<file path="src/rtl/rsc_pkg.sv">
// ---------------------------------------------------------------------------
// rsc_pkg
// Types, constants and digit mapping helpers of the radix string converter.
// ---------------------------------------------------------------------------
`default_nettype none

package rsc_pkg;

	localparam int CHAR_W    = 8;
	localparam int BASE_W    = 6;
	localparam int CFG_IDX_W = 4;

	typedef logic [CHAR_W-1:0]    char_t;
	typedef logic [BASE_W-1:0]    base_t;
	typedef logic [CFG_IDX_W-1:0] cfg_idx_t;

	// register indexes of the configuration port
	localparam cfg_idx_t REG_SOURCE_BASE = cfg_idx_t'(0);
	localparam cfg_idx_t REG_TARGET_BASE = cfg_idx_t'(1);

	localparam base_t SOURCE_BASE_RST = 6'd10;
	localparam base_t TARGET_BASE_RST = 6'd16;
	localparam base_t MIN_RADIX       = 6'd2;
	localparam base_t MAX_RADIX       = 6'd36;
	localparam base_t DEC_TEN         = 6'd10;

	localparam char_t CHAR_ZERO    = 8'd48;
	localparam char_t CHAR_NINE    = 8'd57;
	localparam char_t CHAR_A_UPPER = 8'd65;
	localparam char_t CHAR_Z_UPPER = 8'd90;
	localparam char_t CHAR_A_LOWER = 8'd97;

	function automatic base_t clamp_base(input base_t b);
		if (b < MIN_RADIX)
			return MIN_RADIX;
		if (b > MAX_RADIX)
			return MAX_RADIX;
		return b;
	endfunction

	// Two's complement digit value, 9 bits; no validation of the character.
	function automatic logic [8:0] char_to_digit(input char_t c);
		logic [8:0] cx;
		logic [8:0] d_upper;
		cx      = {1'b0, c};
		d_upper = cx - 9'(CHAR_A_UPPER) + 9'(DEC_TEN);
		if (c <= CHAR_NINE)
			return cx - 9'(CHAR_ZERO);
		if (d_upper > 9'(MAX_RADIX))
			return cx - 9'(CHAR_A_LOWER) + 9'(DEC_TEN);
		return d_upper;
	endfunction

	function automatic char_t digit_to_char(input base_t r);
		if (r < DEC_TEN)
			return char_t'(r) + CHAR_ZERO;
		return char_t'(r) - char_t'(DEC_TEN) + CHAR_A_UPPER;
	endfunction

endpackage

`default_nettype wire

</file>
<file path="src/rtl/rsc_if.sv">
// ---------------------------------------------------------------------------
// rsc_if
// Valid/ready channels of the radix string converter: digit input,
// result output and configuration writes.
// ---------------------------------------------------------------------------
`default_nettype none

interface rsc_in_if;
	import rsc_pkg::*;
	logic  valid;
	logic  ready;
	char_t digit_char;
	logic  end_of_number;
	modport source (output valid, output digit_char, output end_of_number, input ready);
	modport sink   (input valid, input digit_char, input end_of_number, output ready);
endinterface

interface rsc_out_if;
	import rsc_pkg::*;
	logic  valid;
	logic  ready;
	char_t out_char;
	logic  last_digit;
	modport source (output valid, output out_char, output last_digit, input ready);
	modport sink   (input valid, input out_char, input last_digit, output ready);
endinterface

interface rsc_cfg_if;
	import rsc_pkg::*;
	logic     valid;
	logic     ready;
	cfg_idx_t index;
	base_t    data;
	modport source (output valid, output index, output data, input ready);
	modport sink   (input valid, input index, input data, output ready);
endinterface

`default_nettype wire

</file>
<file path="src/rtl/rsc_ram.sv">
// ---------------------------------------------------------------------------
// rsc_ram
// Generic single-write, single-read RAM with registered read data.
// ---------------------------------------------------------------------------
`default_nettype none

module rsc_ram #(
	parameter int WIDTH = 6,
	parameter int DEPTH = 64
) (
	input  wire logic                     clk,
	input  wire logic                     we,
	input  wire logic [$clog2(DEPTH)-1:0] waddr,
	input  wire logic [WIDTH-1:0]         wdata,
	input  wire logic [$clog2(DEPTH)-1:0] raddr,
	output logic      [WIDTH-1:0]         rdata
);

	logic [WIDTH-1:0] mem [DEPTH];

	always_ff @(posedge clk) begin
		if (we)
			mem[waddr] <= wdata;
		rdata <= mem[raddr];
	end

endmodule

`default_nettype wire

</file>
<file path="src/rtl/rsc_divider.sv">
// ---------------------------------------------------------------------------
// rsc_divider
// Bit-serial restoring divider: WIDTH-bit dividend by a 6-bit radix,
// one quotient bit per cycle.
// ---------------------------------------------------------------------------
`default_nettype none

module rsc_divider #(
	parameter int WIDTH = 64
) (
	input  wire logic              clk,
	input  wire logic              arst_n,
	input  wire logic              start,
	input  wire logic [WIDTH-1:0]  dividend,
	input  wire rsc_pkg::base_t    divisor,
	output logic                   done,
	output logic      [WIDTH-1:0]  quotient,
	output rsc_pkg::base_t         remainder
);
	import rsc_pkg::*;

	localparam int CW = $clog2(WIDTH + 1);

	logic [WIDTH-1:0]  quo_q;
	base_t             rem_q;
	base_t             div_q;
	logic [CW-1:0]     cnt_q;
	logic              busy_q;
	logic              done_q;
	logic [BASE_W:0]   trial;
	logic              ge;
	logic [BASE_W:0]   nrem;

	assign trial = {rem_q, quo_q[WIDTH-1]};
	assign ge    = trial >= {1'b0, div_q};
	assign nrem  = ge ? trial - {1'b0, div_q} : trial;

	always_ff @(posedge clk or negedge arst_n) begin
		if (!arst_n) begin
			busy_q <= 1'b0;
			done_q <= 1'b0;
			cnt_q  <= '0;
		end else begin
			done_q <= 1'b0;
			if (start) begin
				busy_q <= 1'b1;
				cnt_q  <= CW'(WIDTH);
			end else if (busy_q) begin
				cnt_q <= cnt_q - 1'b1;
				if (cnt_q == CW'(1)) begin
					busy_q <= 1'b0;
					done_q <= 1'b1;
				end
			end
		end
	end

	// remainder stays below the divisor, so it fits the radix width
	always_ff @(posedge clk) begin
		if (start) begin
			quo_q <= dividend;
			rem_q <= '0;
			div_q <= divisor;
		end else if (busy_q) begin
			quo_q <= {quo_q[WIDTH-2:0], ge};
			rem_q <= nrem[BASE_W-1:0];
		end
	end

	assign done      = done_q;
	assign quotient  = quo_q;
	assign remainder = rem_q;

endmodule

`default_nettype wire

</file>
<file path="src/rtl/radix_string_converter.sv">
// ---------------------------------------------------------------------------
// radix_string_converter
// Folds ASCII digits of a source radix into a value and emits it as ASCII
// digits of a target radix, most significant first.
// ---------------------------------------------------------------------------
// A non-final character is folded into the accumulator by a multiply-add,
// and the next one may follow in the next cycle. On the final character
// the value is divided repeatedly by the target radix in a shared
// bit-serial divider, and the remainders go to a MAX_DIGITS-deep stack
// RAM. They are then read back from the RAM, one per emitted digit. The
// input stays not ready while the number is divided and read back, and is
// ready again while the last digit may still wait on the output.
// Out-of-range radix values act as 2 or 36. If the value needs more than
// MAX_DIGITS digits, only the low MAX_DIGITS digits are emitted.
`default_nettype none

module radix_string_converter #(
	parameter int VALUE_WIDTH = 64,
	parameter int MAX_DIGITS  = 64
) (
	input wire logic  clk,
	input wire logic  arst_n,
	rsc_in_if.sink    digits,
	rsc_out_if.source result,
	rsc_cfg_if.sink   cfg
);
	import rsc_pkg::*;

	localparam int AW   = $clog2(MAX_DIGITS);
	localparam int CNTW = $clog2(MAX_DIGITS + 1);

	typedef enum logic [2:0] {
		S_IDLE = 3'b001,
		S_DIV  = 3'b010,
		S_EMIT = 3'b100
	} state_t;

	state_t                 state_q;
	base_t                  src_base_q;
	base_t                  tgt_base_q;
	base_t                  sb;
	base_t                  tb;
	logic [VALUE_WIDTH-1:0] acc_q;
	logic [VALUE_WIDTH-1:0] prod;
	logic [VALUE_WIDTH-1:0] dx;
	logic [VALUE_WIDTH-1:0] fold;
	logic [8:0]             d9;
	logic [CNTW-1:0]        cnt_q;
	logic [CNTW-1:0]        cnt_dec;
	logic                   pend_q;
	logic                   last_pend_q;
	logic                   ovalid_q;
	char_t                  out_char_q;
	logic                   out_last_q;
	logic                   in_fire;
	logic                   div_start;
	logic [VALUE_WIDTH-1:0] div_dividend;
	logic                   div_done;
	logic [VALUE_WIDTH-1:0] div_quo;
	base_t                  div_rem;
	logic                   stack_we;
	base_t                  stack_rdata;
	logic                   issue;

	// configuration registers
	assign cfg.ready = 1'b1;

	always_ff @(posedge clk or negedge arst_n) begin
		if (!arst_n) begin
			src_base_q <= SOURCE_BASE_RST;
			tgt_base_q <= TARGET_BASE_RST;
		end else if (cfg.valid && cfg.ready) begin
			unique case (cfg.index)
				REG_SOURCE_BASE: src_base_q <= cfg.data;
				REG_TARGET_BASE: tgt_base_q <= cfg.data;
				default: ;
			endcase
		end
	end

	assign sb = clamp_base(src_base_q);
	assign tb = clamp_base(tgt_base_q);

	// digit folding
	assign d9   = char_to_digit(digits.digit_char);
	assign dx   = VALUE_WIDTH'({{VALUE_WIDTH{d9[8]}}, d9});
	assign prod = acc_q * VALUE_WIDTH'(sb);
	assign fold = prod + dx;

	assign digits.ready = (state_q == S_IDLE);
	assign in_fire      = digits.valid && digits.ready;

	// first division starts straight from the folded value
	assign div_start    = (in_fire && digits.end_of_number) ||
	                      (state_q == S_DIV && div_done && div_quo != '0);
	assign div_dividend = (state_q == S_IDLE) ? fold : div_quo;

	rsc_divider #(
		.WIDTH (VALUE_WIDTH)
	) u_div (
		.clk       (clk),
		.arst_n    (arst_n),
		.start     (div_start),
		.dividend  (div_dividend),
		.divisor   (tb),
		.done      (div_done),
		.quotient  (div_quo),
		.remainder (div_rem)
	);

	assign stack_we = (state_q == S_DIV) && div_done && (cnt_q < CNTW'(MAX_DIGITS));
	assign cnt_dec  = cnt_q - 1'b1;

	rsc_ram #(
		.WIDTH (BASE_W),
		.DEPTH (MAX_DIGITS)
	) u_stack (
		.clk   (clk),
		.we    (stack_we),
		.waddr (cnt_q[AW-1:0]),
		.wdata (div_rem),
		.raddr (cnt_dec[AW-1:0]),
		.rdata (stack_rdata)
	);

	// read a stacked digit only when the output register will be free
	assign issue = (state_q == S_EMIT) && !pend_q && (!ovalid_q || result.ready);

	always_ff @(posedge clk or negedge arst_n) begin
		if (!arst_n) begin
			state_q     <= S_IDLE;
			acc_q       <= '0;
			cnt_q       <= '0;
			pend_q      <= 1'b0;
			last_pend_q <= 1'b0;
			ovalid_q    <= 1'b0;
		end else begin
			pend_q <= issue;
			if (issue)
				last_pend_q <= (cnt_q == CNTW'(1));

			if (pend_q)
				ovalid_q <= 1'b1;
			else if (result.ready)
				ovalid_q <= 1'b0;

			unique case (state_q)
				S_IDLE: begin
					if (in_fire) begin
						if (digits.end_of_number) begin
							acc_q   <= '0;
							cnt_q   <= '0;
							state_q <= S_DIV;
						end else begin
							acc_q <= fold;
						end
					end
				end
				S_DIV: begin
					if (div_done) begin
						if (stack_we)
							cnt_q <= cnt_q + 1'b1;
						if (div_quo == '0)
							state_q <= S_EMIT;
					end
				end
				S_EMIT: begin
					if (issue) begin
						cnt_q <= cnt_dec;
						if (cnt_q == CNTW'(1))
							state_q <= S_IDLE;
					end
				end
				default: state_q <= S_IDLE;
			endcase
		end
	end

	always_ff @(posedge clk) begin
		if (pend_q) begin
			out_char_q <= digit_to_char(stack_rdata);
			out_last_q <= last_pend_q;
		end
	end

	assign result.valid      = ovalid_q;
	assign result.out_char   = out_char_q;
	assign result.last_digit = out_last_q;

endmodule

`default_nettype wire

</file>
<file path="src/flat_wrapper.sv">
// flat-port wrapper written by rule: the top's interface ports become plain ports
module radix_string_converter_flat import rsc_pkg::*;
#(
	parameter int VALUE_WIDTH = 64,
	parameter int MAX_DIGITS  = 64
)
  (clk, arst_n, digits_valid, digits_digit_char, digits_end_of_number, digits_ready, result_valid, result_out_char, result_last_digit, result_ready, cfg_valid, cfg_index, cfg_data, cfg_ready);
  rsc_in_if digits_i ();
  rsc_out_if result_i ();
  rsc_cfg_if cfg_i ();
  input wire logic clk;
  input wire logic arst_n;
  input wire logic [$bits(digits_i.valid)-1:0] digits_valid;
  input wire logic [$bits(digits_i.digit_char)-1:0] digits_digit_char;
  input wire logic [$bits(digits_i.end_of_number)-1:0] digits_end_of_number;
  output wire logic [$bits(digits_i.ready)-1:0] digits_ready;
  output wire logic [$bits(result_i.valid)-1:0] result_valid;
  output wire logic [$bits(result_i.out_char)-1:0] result_out_char;
  output wire logic [$bits(result_i.last_digit)-1:0] result_last_digit;
  input wire logic [$bits(result_i.ready)-1:0] result_ready;
  input wire logic [$bits(cfg_i.valid)-1:0] cfg_valid;
  input wire logic [$bits(cfg_i.index)-1:0] cfg_index;
  input wire logic [$bits(cfg_i.data)-1:0] cfg_data;
  output wire logic [$bits(cfg_i.ready)-1:0] cfg_ready;
  assign digits_i.valid = digits_valid;
  assign digits_i.digit_char = digits_digit_char;
  assign digits_i.end_of_number = digits_end_of_number;
  assign digits_ready = digits_i.ready;
  assign result_valid = result_i.valid;
  assign result_out_char = result_i.out_char;
  assign result_last_digit = result_i.last_digit;
  assign result_i.ready = result_ready;
  assign cfg_i.valid = cfg_valid;
  assign cfg_i.index = cfg_index;
  assign cfg_i.data = cfg_data;
  assign cfg_ready = cfg_i.ready;
  radix_string_converter #(.VALUE_WIDTH(VALUE_WIDTH), .MAX_DIGITS(MAX_DIGITS)) u_core (.clk(clk), .arst_n(arst_n), .digits(digits_i), .result(result_i), .cfg(cfg_i));
endmodule
</file>
<file path="config.mk">
export PLATFORM = sky130hd
export DESIGN_NAME = radix_string_converter_flat
export DESIGN_NICKNAME = d
export VERILOG_FILES = /design/src/rtl/rsc_pkg.sv /design/src/rtl/rsc_if.sv /design/src/rtl/rsc_ram.sv /design/src/rtl/rsc_divider.sv /design/src/rtl/radix_string_converter.sv /design/src/flat_wrapper.sv
export SDC_FILE = /design/constraint.sdc
export NUM_CORES = 2
export LEC_CHECK = 0
export ABC_CLOCK_PERIOD_IN_PS = 10200
export BUFFER_PORTS_ARGS = -buffer_cell sky130_fd_sc_hd__buf_4
export CORE_MARGIN = 2
export CORE_UTILIZATION = 55
export DETAILED_ROUTE_END_ITERATION = 10
export PLACE_DENSITY = 0.71
export SLEW_MARGIN = 25
export SYNTH_ARGS = -nofsm -noshare
export SYNTH_HDL_FRONTEND = slang
export SYNTH_HIERARCHICAL = 1
export SYNTH_SLANG_ARGS = --single-unit
</file>
<file path="constraint.sdc">
create_clock -name clk -period 10.2 [get_ports clk]
set_clock_uncertainty 0.05 [all_clocks]
set_input_delay 0 -clock clk [delete_from_list [all_inputs] [get_ports clk]]
set_output_delay 0 -clock clk [all_outputs]
set_load 0.02 [all_outputs]
</file>
==> run metrics <==
status=finished, final reports clean; Hold Fails Final Rpt=0; cts hold-fix bufs=21; maximum clock frequency=0.123 GHz; P_leak=about 16 nW; CTS tree=yes; Crit Path Class=register to register; area leader, netlist=edfxtp_1; CTS resizes=0; routed len/inst=21.2 um; Clock transition at path regs=approximately 0.060 ns; routed wire length=approximately 86,000 um; worst-path cell chain=buf_4, nor4_1, nor2_4, buf_16, and2_1, fa_1, fa_1, fa_1, inv_1, fa_1, inv_1, ha_1, a21oi_1, o21ai_0, a221oi_1, o221ai_1, nor2_1, o31ai_4, a311oi_2, o41ai_2, xnor2_1, o21ai_1, mux2_2; Area contributors post-synth=edfxtp_1 37%, fa_1 16%, dfrtp_1 6.3%, and2_1 5.5%, mux4_2 5.2%; CTS sink count=573; Syn Nets=3,564; Die Wd=266 um; worst r2r dst=u_core/u_div/quotient[61]; Port Buffers=34; period utilization=about four fifths; die height=approximately 270 um; H-Tree Depth=2; Clock Latency Late Sink=about 0.64 ns; setup repair after global routing missed its margin=no; HP Class=input pin to register; Core Box Area=just under 70,000 um2; grt ovf=0; Final HPWL DP=approximately 60,000 um; worst setup margin=2.06 ns; CTS Root Cell=clkbuf_16; Worst path top cell family by delay=adder cells; Total GRT Usage=25.0%; Ys Warns=6; Seq/Total Area, Yosys=44.1%; RePlAce Congestion=0.922; element type at the critical path end=register; Tmin final=8.14 ns; Max-cap violations=0; worst path required time=10.54 ns; pwr/cell area=~340 nW/um2; Inserted Diodes=0; Placed Area=38,600 um2; post-route ant nets=0; Bufs and invs on worst path=4; synth unique cells=84; post-route design area=roughly 41,000 um2; worst slew pin tran=1.10 ns; starting density of the core=55.8%; Worst VDD drop=around 160 uV; Crit Path Max Fanout=61; vias in the first global route=25,370; Synth Cell Area=37,600 um2; Hold WS=0.135 ns; row cnt=95; Worst Path Arrival=8.49 ns; HP Start=cfg_data[0]; layout cells sized above 1=11.5%; clk buf depth=3; Post-Syn Instances=3,148; largest net degree at the start of global routing=~130; ys async rst share=between 15 and 20%; Synth Register Bits=approximately 570; TritonCTS Buffers=59; Initial DRT Pass Iterations=5; Worst path slowest cell=a221oi_1; Worst Hold Path EP=u_core/src_base_q[0]; first-pass GRT wire length=between 100,000 and 150,000 um; Layout Utilization=60.6%; EDFF count, synth=463; Post-CTS Setup Inserts=0; CP dominant cell by count=fa_1; vias per inst=about 6.1; io pins=36; Final Slew Violations=0; die footprint=70,500 um2; post-synth top area share=36.9%; # setup viols final=0; initial antenna violation count=1; Crit path largest cell delay=0.67 ns; top_reg_cell synth=edfxtp_1; fillcell total=5,103; Slew headroom=roughly a quarter; vias=24,687; startpoint types=register; # DRC=0; Worst R2R Setup Slack=2.06 ns; RR Startpoint=u_core/src_base_q[5]; drt first-iter violations=~2,300; dpl ws=1.96 ns; setup tns final=0 ns; Nets=3,559; hold path depth=3; area grow syn2layout=8.56%; syn avg cell area=12.0 um2; worst r2r path cells=23
-- kinds of logic (layout without fill, tap and decap cells) --
group                      after synthesis  after routing  synth area share [%]
AOI/OAI and AO/OA                      495            495                  8.11
muxes                                  202            202                  8.81
DFF                                    573            573                  44.1
adders and majority gates              392            392                  19.0
other                                    1              1               0.00996
xor gates and xnor gates                97             97                  2.26
buffers and inverters                  459            501                  4.92
and+or+nand+nor                        929            929                  12.8
-- area by class of cell --
class | count | area, um2 | share of cell area (%)
clock inverter | 32 | 358 | 0.876
timing repair buffer | 87 | 756 | 1.85
sequential | 573 | 16600 | 40.7
clock buffer | 76 | 1620 | 3.97
inverter | 306 | 1150 | 2.83
tap | 873 | 1090 | 2.67
multi-input combinational | 2116 | 19300 | 47.1
-- power breakdown --
part	switching [mW]	leakage [nW]	internal, mW
clock network	0.912	0.952	1.26
registers	0.402	5.63	3.17
logic	4.96	9.89	2.99
-- registers in the layout (all words and copies together) (netlist names) --
| signal | flops |
|---|---|
| u_core/result.last_digit | 1 |
| u_core/u_div/busy_q | 1 |
| u_core/pend_q | 1 |
| u_core/u_stack/rdata | 6 |
| u_core/u_div/remainder | 6 |
| u_core/src_base_q | 6 |
| u_core/u_div/cnt_q | 7 |
| u_core/cnt_q | 7 |
| u_core/state_q | 3 |
| u_core/result.out_char | 8 |
| u_core/acc_q | 64 |
| u_core/last_pend_q | 1 |
| u_core/u_div/done | 1 |
| u_core/u_stack/mem | 384 |
| u_core/u_div/div_q | 6 |
| u_core/result.valid | 1 |
| u_core/tgt_base_q | 6 |
| u_core/u_div/quotient | 64 |
-- worst min-delay path: stages --
cell	delay [ns]
dlygate4sd3_1	0.52
buf_4	0.12
mux2_2	0.13
-- cells in the mapped netlist (60+ instances only) --
cell / number
edfxtp_1: 463
clkbuf_1: 114
o21ai_0: 159
nor2_1: 138
ha_1: 94
fa_1: 298
a21oi_1: 105
nand2_1: 258
inv_1: 305
dfrtp_1: 94
mux4_2: 87
mux2_2: 86
and2_1: 332
xnor2_1: 60
-- placed cells by master, fill, tap and decap left out, drive strengths merged, types with 76 or more instances in the layout --
cell,Yosys,final
mux4,93,93
clkbuf,114,76
edfxtp,463,463
inv,305,306
nor2,138,138
fa,298,298
mux2,87,87
and2,333,333
dfrtp,94,94
a21oi,105,105
nand2,258,258
o21ai,194,194
ha,94,94
-- per-stage QoR --
stage	std cells	power, mW
finish	4063	13.7
global route	4063	14.7
CTS	4061	13.6
detailed placement	3932	11.4
global placement	3931	11.2
floorplan	3148	9.26
-- worst max-delay path by stage --
stage,from,to,cells after the start,slack [ns]
6_report,u_core/src_base_q[5],u_core/u_div/quotient[61],23,2.06
5_1_grt,u_core/src_base_q[5],u_core/u_div/quotient[60],22,1.73
4_1_cts,u_core/src_base_q[5],u_core/u_div/quotient[60],22,1.94
3_5_place_dp,u_core/src_base_q[5],u_core/u_div/quotient[61],22,1.96
3_3_place_gp,u_core/src_base_q[5],u_core/u_div/quotient[61],22,2.08
2_1_floorplan,digits_digit_char[2],u_core/u_div/quotient[60],22,3.35
-- per-layer routing --
metal	track usage, %	up-vias	routed length (um)
met4	5.51	0	1480
met3	3.43	103	7030
met1	36.8	12637	37200
met5	0	-	0
met2	40.1	1020	40600
li1	-	10927	-
(Power assumes the default switching activity.)
